===== config.mk =====
export PLATFORM = sky130hd
export DESIGN_NAME = flow_signature_hash_match_unit
export DESIGN_NICKNAME = d
export VERILOG_FILES = /design/src/rtl/fshm_pkg.sv /design/src/rtl/flow_signature_hash_match_unit.sv /design/src/rtl/fshm_crc_word.sv /design/src/rtl/fshm_sig_final.sv
export SDC_FILE = /design/constraint.sdc
export NUM_CORES = 2
export LEC_CHECK = 0
export ABC_AREA = 0
export BUFFER_PORTS_ARGS = -buffer_cell sky130_fd_sc_hd__buf_2
export CAP_MARGIN = 10
export CORE_MARGIN = 3
export CORE_UTILIZATION = 55
export DETAILED_ROUTE_END_ITERATION = 10
export PLACE_DENSITY = 0.77
export SYNTH_ARGS = -nofsm -noshare
export SYNTH_HDL_FRONTEND = slang
export SYNTH_SLANG_ARGS = --single-unit
export TNS_END_PERCENT = 20

===== constraint.sdc =====
create_clock -name clk -period 10.9 [get_ports clk]
set_input_delay 1.09 -clock clk [delete_from_list [all_inputs] [get_ports clk]]
set_output_delay 1.09 -clock clk [all_outputs]
set_load 0.005 [all_outputs]

===== src/rtl/fshm_pkg.sv =====
// ============================================================================
// fshm_pkg - shared types and constants for the flow signature hash block
// Mode codes, the CRC32C column matrix and the pipeline payload record.
// ============================================================================
package fshm_pkg;

    localparam logic [31:0] CRC_POLY  = 32'h82F6_3B78;
    localparam logic [31:0] ALL_ONES  = 32'hFFFF_FFFF;
    localparam logic [31:0] HIGH_HALF = 32'hFFFF_0000;
    localparam logic [31:0] LOW_HALF  = 32'h0000_FFFF;

    typedef enum logic [1:0] {
        MODE_XOR   = 2'd0,
        MODE_DUAL  = 2'd1,
        MODE_FOLD  = 2'd2,
        MODE_SPLIT = 2'd3
    } hash_mode_t;

    typedef logic [31:0][31:0] crc_mat_t;

    // Column i is the 32-shift reflected CRC32C of a word holding only bit i.
    function automatic crc_mat_t crc_build();
        crc_mat_t    m;
        logic [31:0] c;
        for (int i = 0; i < 32; i++)
        begin
            c = 32'(1) << i;
            for (int b = 0; b < 32; b++)
            begin
                c = c[0] ? ((c >> 1) ^ CRC_POLY) : (c >> 1);
            end
            m[i] = c;
        end
        return m;
    endfunction

    localparam crc_mat_t CRC_MAT = crc_build();

    typedef struct packed {
        logic [31:0] src_addr;
        logic [31:0] dst_addr;
        logic [15:0] src_port_num;
        logic [15:0] dst_port_num;
        logic [31:0] stored_signature;
        logic [31:0] acc_fwd;
        logic [31:0] acc_rev;
    } stage_t;

endpackage


===== src/rtl/flow_signature_hash_match_unit.sv =====
// ============================================================================
// flow_signature_hash_match_unit - symmetric connection signature and match
// Input channel (in_valid / in_stall): one 4-tuple plus the stored table
// signature per beat. Output channel (out_valid / out_stall): the nonzero
// signature and is_match per beat. Config channel (cfg_valid / cfg_ready,
// always ready): cfg_data[1:0] sets hash_mode; write only while idle.
// Pipeline: four CRC stages, each one word step per chain, then the output
// register (select, zero replacement, compare).
// Throughput: one beat per cycle while out_stall stays low; a new beat can
// enter while earlier ones are still in flight.
// Stall: each stage holds while the next one is full and held; bubbles
// close up, so in_stall rises only once every stage is occupied.
// Reset: all stage valids clear, hash_mode returns to plain XOR.
// ============================================================================
module flow_signature_hash_match_unit
    import fshm_pkg::*;
(
    input  logic        clk,
    input  logic        rst_n,
    input  logic        cfg_valid,
    output logic        cfg_ready,
    input  logic [31:0] cfg_data,
    input  logic        in_valid,
    output logic        in_stall,
    input  logic [31:0] src_addr,
    input  logic [31:0] dst_addr,
    input  logic [15:0] src_port_num,
    input  logic [15:0] dst_port_num,
    input  logic [31:0] stored_signature,
    output logic        out_valid,
    input  logic        out_stall,
    output logic [31:0] signature,
    output logic        is_match
);

    hash_mode_t  hash_mode_reg;

    logic        v1_reg, v2_reg, v3_reg, v4_reg, out_valid_reg;
    stage_t      s1_reg, s2_reg, s3_reg, s4_reg;
    stage_t      s0_next, s1_next, s2_next, s3_next, s4_next;
    logic [31:0] signature_reg, signature_next;
    logic        is_match_reg, is_match_next;
    logic        rdy1, rdy2, rdy3, rdy4, rdy5;

    logic [31:0] c1f, c1r, c2f, c2r, c3f, c3r, c4f, c4r;
    logic [31:0] w1r_crc, w1r, w2r, w3f, w3r;
    logic [31:0] port2, port3;

    // ---- configuration: always ready, keep the low two bits ----------------
    assign cfg_ready = 1'b1;

    always_ff @(posedge clk or negedge rst_n)
    begin
        if (!rst_n)
            hash_mode_reg <= MODE_XOR;
        else if (cfg_valid)
            hash_mode_reg <= hash_mode_t'(cfg_data[1:0]);
    end

    // ---- handshake chain: a stage advances when empty or when drained ------
    assign rdy5     = !out_valid_reg || !out_stall;
    assign rdy4     = !v4_reg || rdy5;
    assign rdy3     = !v3_reg || rdy4;
    assign rdy2     = !v2_reg || rdy3;
    assign rdy1     = !v1_reg || rdy2;
    assign in_stall = !rdy1;

    // ---- stage 1: first word of each chain (folded word in fold mode) -----
    assign s0_next = '{src_addr:         src_addr,
                       dst_addr:         dst_addr,
                       src_port_num:     src_port_num,
                       dst_port_num:     dst_port_num,
                       stored_signature: stored_signature,
                       acc_fwd:          32'd0,
                       acc_rev:          32'd0};

    assign w1r_crc = (hash_mode_reg == MODE_FOLD) ? (src_addr ^ dst_addr) : dst_addr;
    assign w1r     = w1r_crc;

    fshm_crc_word u_crc1f (.crc_in(32'd0), .word(src_addr), .crc_out(c1f));
    fshm_crc_word u_crc1r (.crc_in(32'd0), .word(w1r),      .crc_out(c1r));

    always_comb
    begin
        s1_next         = s0_next;
        s1_next.acc_fwd = c1f;
        s1_next.acc_rev = c1r;
    end

    // ---- stage 2: second address word; fold mode finishes with the port ---
    assign port2 = {16'd0, s1_reg.src_port_num ^ s1_reg.dst_port_num};
    assign w2r   = (hash_mode_reg == MODE_FOLD) ? port2 : s1_reg.src_addr;

    fshm_crc_word u_crc2f (.crc_in(s1_reg.acc_fwd), .word(s1_reg.dst_addr), .crc_out(c2f));
    fshm_crc_word u_crc2r (.crc_in(s1_reg.acc_rev), .word(w2r),             .crc_out(c2r));

    always_comb
    begin
        s2_next         = s1_reg;
        s2_next.acc_fwd = c2f;
        s2_next.acc_rev = c2r;
    end

    // ---- stage 3: XORed port (dual) or first port word (split) ------------
    assign port3 = {16'd0, s2_reg.src_port_num ^ s2_reg.dst_port_num};
    assign w3f   = (hash_mode_reg == MODE_SPLIT) ? {16'd0, s2_reg.src_port_num} : port3;
    assign w3r   = (hash_mode_reg == MODE_SPLIT) ? {16'd0, s2_reg.dst_port_num} : port3;

    fshm_crc_word u_crc3f (.crc_in(s2_reg.acc_fwd), .word(w3f), .crc_out(c3f));
    fshm_crc_word u_crc3r (.crc_in(s2_reg.acc_rev), .word(w3r), .crc_out(c3r));

    always_comb
    begin
        s3_next = s2_reg;
        if (hash_mode_reg != MODE_FOLD)
        begin
            s3_next.acc_fwd = c3f;
            s3_next.acc_rev = c3r;
        end
    end

    // ---- stage 4: second port word, split mode only -----------------------
    fshm_crc_word u_crc4f (.crc_in(s3_reg.acc_fwd), .word({16'd0, s3_reg.dst_port_num}),
                           .crc_out(c4f));
    fshm_crc_word u_crc4r (.crc_in(s3_reg.acc_rev), .word({16'd0, s3_reg.src_port_num}),
                           .crc_out(c4r));

    always_comb
    begin
        s4_next = s3_reg;
        if (hash_mode_reg == MODE_SPLIT)
        begin
            s4_next.acc_fwd = c4f;
            s4_next.acc_rev = c4r;
        end
    end

    // ---- stage 5: select, replace zero, compare ----------------------------
    fshm_sig_final u_final (
        .mode  (hash_mode_reg),
        .st    (s4_reg),
        .sig   (signature_next),
        .match (is_match_next)
    );

    // ---- valid bits travel with the data ----------------------------------
    always_ff @(posedge clk or negedge rst_n)
    begin
        if (!rst_n)
        begin
            v1_reg        <= 1'b0;
            v2_reg        <= 1'b0;
            v3_reg        <= 1'b0;
            v4_reg        <= 1'b0;
            out_valid_reg <= 1'b0;
        end
        else
        begin
            if (rdy1) v1_reg        <= in_valid;
            if (rdy2) v2_reg        <= v1_reg;
            if (rdy3) v3_reg        <= v2_reg;
            if (rdy4) v4_reg        <= v3_reg;
            if (rdy5) out_valid_reg <= v4_reg;
        end
    end

    // ---- payload: hold while the stage is held ----------------------------
    always_ff @(posedge clk)
    begin
        if (rdy1) s1_reg <= s1_next;
        if (rdy2) s2_reg <= s2_next;
        if (rdy3) s3_reg <= s3_next;
        if (rdy4) s4_reg <= s4_next;
        if (rdy5)
        begin
            signature_reg <= signature_next;
            is_match_reg  <= is_match_next;
        end
    end

    assign out_valid = out_valid_reg;
    assign signature = signature_reg;
    assign is_match  = is_match_reg;

`ifndef SYNTHESIS
    a_sig_nonzero: assert property (@(posedge clk) disable iff (!rst_n)
        out_valid |-> signature != 32'd0)
        else $error("signature of zero delivered");

    a_entry_lands: assert property (@(posedge clk) disable iff (!rst_n)
        in_valid && !in_stall |=> v1_reg)
        else $error("accepted beat did not reach stage 1");

    a_last_stage_moves: assert property (@(posedge clk) disable iff (!rst_n)
        v4_reg && rdy5 |=> out_valid)
        else $error("stage 4 beat lost on the way to the output");

    a_stall_when_full: assert property (@(posedge clk) disable iff (!rst_n)
        in_stall |-> v1_reg && v2_reg && v3_reg && v4_reg && out_valid && out_stall)
        else $error("input stalled while the pipeline had room");
`endif

endmodule


===== src/rtl/fshm_crc_word.sv =====
// ============================================================================
// fshm_crc_word - one CRC32C word step
// Applies the 32-bit linear CRC32C map to (crc ^ word) as a flat XOR network.
// ============================================================================
module fshm_crc_word
    import fshm_pkg::*;
(
    input  logic [31:0] crc_in,
    input  logic [31:0] word,
    output logic [31:0] crc_out
);

    logic [31:0] x;

    always_comb
    begin
        x       = crc_in ^ word;
        crc_out = '0;
        for (int i = 0; i < 32; i++)
        begin
            if (x[i])
            begin
                crc_out = crc_out ^ CRC_MAT[i];
            end
        end
    end

endmodule


===== src/rtl/fshm_sig_final.sv =====
// ============================================================================
// fshm_sig_final - signature select, zero replacement and match compare
// Combines the CRC chains per mode (plain XOR in XOR mode) and compares against the stored form.
// ============================================================================
module fshm_sig_final
    import fshm_pkg::*;
(
    input  hash_mode_t  mode,
    input  stage_t      st,
    output logic [31:0] sig,
    output logic        match
);

    logic [31:0] port_w;
    logic [31:0] plain;
    logic [31:0] raw;
    logic [31:0] swapped;

    always_comb
    begin
        port_w = {16'd0, st.src_port_num ^ st.dst_port_num};
        plain  = st.src_addr ^ st.dst_addr ^ port_w;
        case (mode)
            MODE_DUAL:  raw = st.acc_fwd ^ st.acc_rev;
            MODE_FOLD:  raw = st.acc_rev;
            MODE_SPLIT: raw = (st.acc_fwd & HIGH_HALF) | (st.acc_rev >> 16);
            default:    raw = plain;
        endcase
        // split mode falls back to the plain XOR before the all-ones value
        if (raw != '0)
            sig = raw;
        else if (mode == MODE_SPLIT && plain != '0)
            sig = plain;
        else
            sig = ALL_ONES;
        swapped = {sig[15:0], sig[31:16]};
        match   = (st.stored_signature == sig) ||
                  (mode == MODE_SPLIT && st.stored_signature == swapped);
    end

endmodule


==> flow_results.xml <==
<?xml version="1.0" encoding="UTF-8"?>
<metrics>
  <group name="floorplan">
    <metric name="rows" unit="">110</metric>
    <metric name="die_area" unit="µm²">95400</metric>
    <metric name="initial_utilization" unit="">0.558</metric>
    <metric name="die_w" unit="µm">309</metric>
    <metric name="pin_count" unit="">201</metric>
    <metric name="dieHeight" unit="µm">309</metric>
    <metric name="fp.coreArea" unit="µm²">90400</metric>
  </group>
  <group name="setup_path">
    <metric name="setup.worst_path.end_class" unit="">register</metric>
    <metric name="critPathRequiredTime" unit="ps">11370</metric>
    <metric name="ff2ff_path_depth" unit="">13</metric>
    <metric name="timing.critical_path.from_type" unit="">register</metric>
    <metric name="worstSetupPathType" unit="">register to register</metric>
    <metric name="worstPathArrival" unit="ps">6220</metric>
    <metric name="path_max_fanout" unit="">59</metric>
  </group>
  <group name="clocking">
    <metric name="cts-htree-levels" unit="">3</metric>
    <metric name="clock-root-buffer" unit="">clkbuf_16</metric>
    <metric name="clockBufferDepth" unit="">3</metric>
    <metric name="cts.reportedPaths.clkPinSlew" unit="ps">60</metric>
    <metric name="cts_sinks" unit="">808</metric>
    <metric name="insertion_delay_to_the_later_sink_of_the_worst_skew_pair" unit="ps">650</metric>
    <metric name="tritoncts" unit="">built</metric>
    <metric name="post_cts_buffers" unit="">0</metric>
    <metric name="number_of_cts_inserted_buffers" unit="">84</metric>
    <metric name="cts_hold_buffers" unit="">0</metric>
    <metric name="post_cts_resize_count" unit="">0</metric>
  </group>
  <group name="sta">
    <metric name="layout_worst_path_cycle_share" unit="">0.527</metric>
    <metric name="report.final.setup_viol" unit="">0</metric>
    <metric name="fin_crit" unit="ps">5740</metric>
    <metric name="peak_freq" unit="GHz">0.174</metric>
    <metric name="fin_hold_ws" unit="ps">288</metric>
    <metric name="worst_slew_margin_rel" unit="">0.167</metric>
    <metric name="report.final.hold_viol_count" unit="">0</metric>
    <metric name="max_slew.worst_pin.slew" unit="ps">1250</metric>
    <metric name="tns" unit="ps">0</metric>
    <metric name="grt_setup_unrepaired" unit="">false</metric>
    <metric name="finalMaxSlewViolations" unit="">0</metric>
    <metric name="clock-skew-final" unit="ps">31.8</metric>
  </group>
  <group name="yosys">
    <metric name="yosysSeqAreaShare" unit="">0.480</metric>
    <metric name="synth_area_per_cell" unit="µm²">12.0</metric>
    <metric name="synth_edf_count" unit="">801</metric>
    <metric name="synthFlopType" unit="">edfxtp_1</metric>
    <metric name="post_synth_num_cell_types" unit="">71</metric>
    <metric name="netlist_instances" unit="">4193</metric>
    <metric name="yosys_warnings" unit="">0</metric>
    <metric name="mappedNetlistNets" unit="">4358</metric>
    <metric name="synthesis_stage_register_bit_count" unit="">808</metric>
    <metric name="synth-async-reset-ratio" unit="">0.00866</metric>
    <metric name="post_synth_instance_area" unit="µm²">50500</metric>
  </group>
  <group name="global_route">
    <metric name="grt_max_degree" unit="">162</metric>
    <metric name="first_global_vias" unit="">31068</metric>
    <metric name="grt_overflow" unit="">0</metric>
    <metric name="grt_pass1_wl" unit="mm">216</metric>
    <metric name="track_usage" unit="">0.316</metric>
    <metric name="grt_antenna_before_repair" unit="">3</metric>
  </group>
  <group name="drt">
    <metric name="detailed_route_via_count" unit="">31023</metric>
    <metric name="post-route-drc-count" unit="">0</metric>
    <metric name="wirelength" unit="mm">151</metric>
    <metric name="route.detailed.vias_per_inst" unit="">5.56</metric>
    <metric name="ant_nets" unit="">0</metric>
    <metric name="drt-pass1-iter-count" unit="">8</metric>
    <metric name="first_iter_violations" unit="">3236</metric>
    <metric name="routed_wire_length_per_instance" unit="µm">27.0</metric>
  </group>
  <group name="final_layout">
    <metric name="design_area" unit="µm²">55400</metric>
    <metric name="antennaDiodeCount" unit="">0</metric>
    <metric name="syn2layout_area_growth" unit="%">9.76</metric>
    <metric name="layout.cells.most_common_list" unit="">xnor2_1 (1911), edfxtp_1 (801), xor2_1 (497)</metric>
    <metric name="mostFrequentLayoutCell" unit="">xnor2_1</metric>
    <metric name="share_of_post_route_cells_with_drive_strength_above_1" unit="">0.0885</metric>
    <metric name="nFillCells" unit="">7156</metric>
    <metric name="final_net_count" unit="">4503</metric>
  </group>
  <group name="job">
    <metric name="max-cap-violations" unit="">0</metric>
  </group>
  <group name="min_path">
    <metric name="path_category_of_the_worst_min_delay_check" unit="">primary input to async pin</metric>
  </group>
  <group name="place">
    <metric name="place_area" unit="µm²">52600</metric>
    <metric name="place.detailed.hpwl" unit="mm">118</metric>
    <metric name="place.port_buffers" unit="">169</metric>
    <metric name="gpl.final_weighted_congestion" unit="">1.01</metric>
  </group>
  <group name="outcome">
    <metric name="run_status" unit="">finished, final reports clean</metric>
  </group>
</metrics>
worst max-delay path, stage by stage, from the launching register on:
cell      delay, ps
dfrtp_2         380
buf_4           300
nand2b_1        650
o22ai_1         860
or2_1           310
o221ai_1        150
or3_4           460
nor4b_4         240
buf_4           330
mux2i_1         590
xor2_1          330
o21ai_0         200
or4_1           540
o22ai_1         180
cells in the mapped netlist, drive strengths merged (6+ instances only):
library cell | number | share of area
inv | 28 | 0.0021
a21o | 8 | 0.0012
xnor2 | 1912 | 0.33
dfrtp | 7 | 0.0035
nand3 | 11 | 0.0011
nor4 | 8 | 0.00099
nand4 | 16 | 0.0020
buf | 51 | 0.0052
a22oi | 17 | 0.0025
mux2 | 19 | 0.0043
edfxtp | 801 | 0.48
nand2 | 244 | 0.018
nor2 | 78 | 0.0058
nor3 | 16 | 0.0016
nor2b | 20 | 0.0025
nand2b | 31 | 0.0038
o22ai | 28 | 0.0041
o211ai | 12 | 0.0018
o21ai | 119 | 0.012
mux2i | 22 | 0.0044
a2111oi | 6 | 0.0010
clkbuf | 123 | 0.0092
a21oi | 39 | 0.0039
xor2 | 497 | 0.086
final cells by class:
class | count | area [µm²] | share of cell area
Inverter | 28 | 110 | 0.00199
Clock inverter | 58 | 629 | 0.0114
Sequential cell | 808 | 24200 | 0.438
Clock buffer | 97 | 2150 | 0.0388
Tap cell | 1176 | 1470 | 0.0266
Multi-Input combinational cell | 3183 | 25400 | 0.459
Timing Repair Buffer | 233 | 1340 | 0.0242
path summary, 6_finish.rpt:
check                            startpoint                to  slack, ps
min reg2reg                     s2_reg[152]       s3_reg[152]        410
min in group clk                s2_reg[152]       s3_reg[152]        410
min                                   rst_n            v3_reg        290
max                        hash_mode_reg[1]          is_match       5160
max reg2reg                hash_mode_reg[1]          is_match       5160
max in group asynchronous             rst_n  hash_mode_reg[1]      10430
per-stage QoR:
step | setup WS [ps] | instances | utilization
6_report | 5160 | 5583 | 0.612
4_1_cts | 5400 | 5583 | 0.612
3_5_place_dp | 5430 | 5428 | 0.582
5_1_grt | 5000 | 5583 | 0.612
2_1_floorplan | 1950 | 4193 | -
3_3_place_gp | 5400 | 5428 | 0.582
logic make-up after synthesis:
logic type      after synthesis  share of synthesized area
other cells                   1                  0.0000743
compound gates              285                     0.0362
flops                       808                      0.480
buf+inv                     202                     0.0164
simple gates                446                     0.0396
mux                          41                    0.00868
xor+xnor                   2410                      0.419
metal layers:
metal  wire length (µm)  GRT usage  part of all wire  vias up
met5                  0          0                 0        -
li1                   -          -                 -    14207
met2              72500      0.536              0.48     1476
met4               8890      0.157             0.059        0
met1              58900      0.403              0.39    14965
met3              10300     0.0365             0.068      375
Power is not shown: default switching activity piles up to over one toggle a cycle in this logic, so the estimate is an artifact.
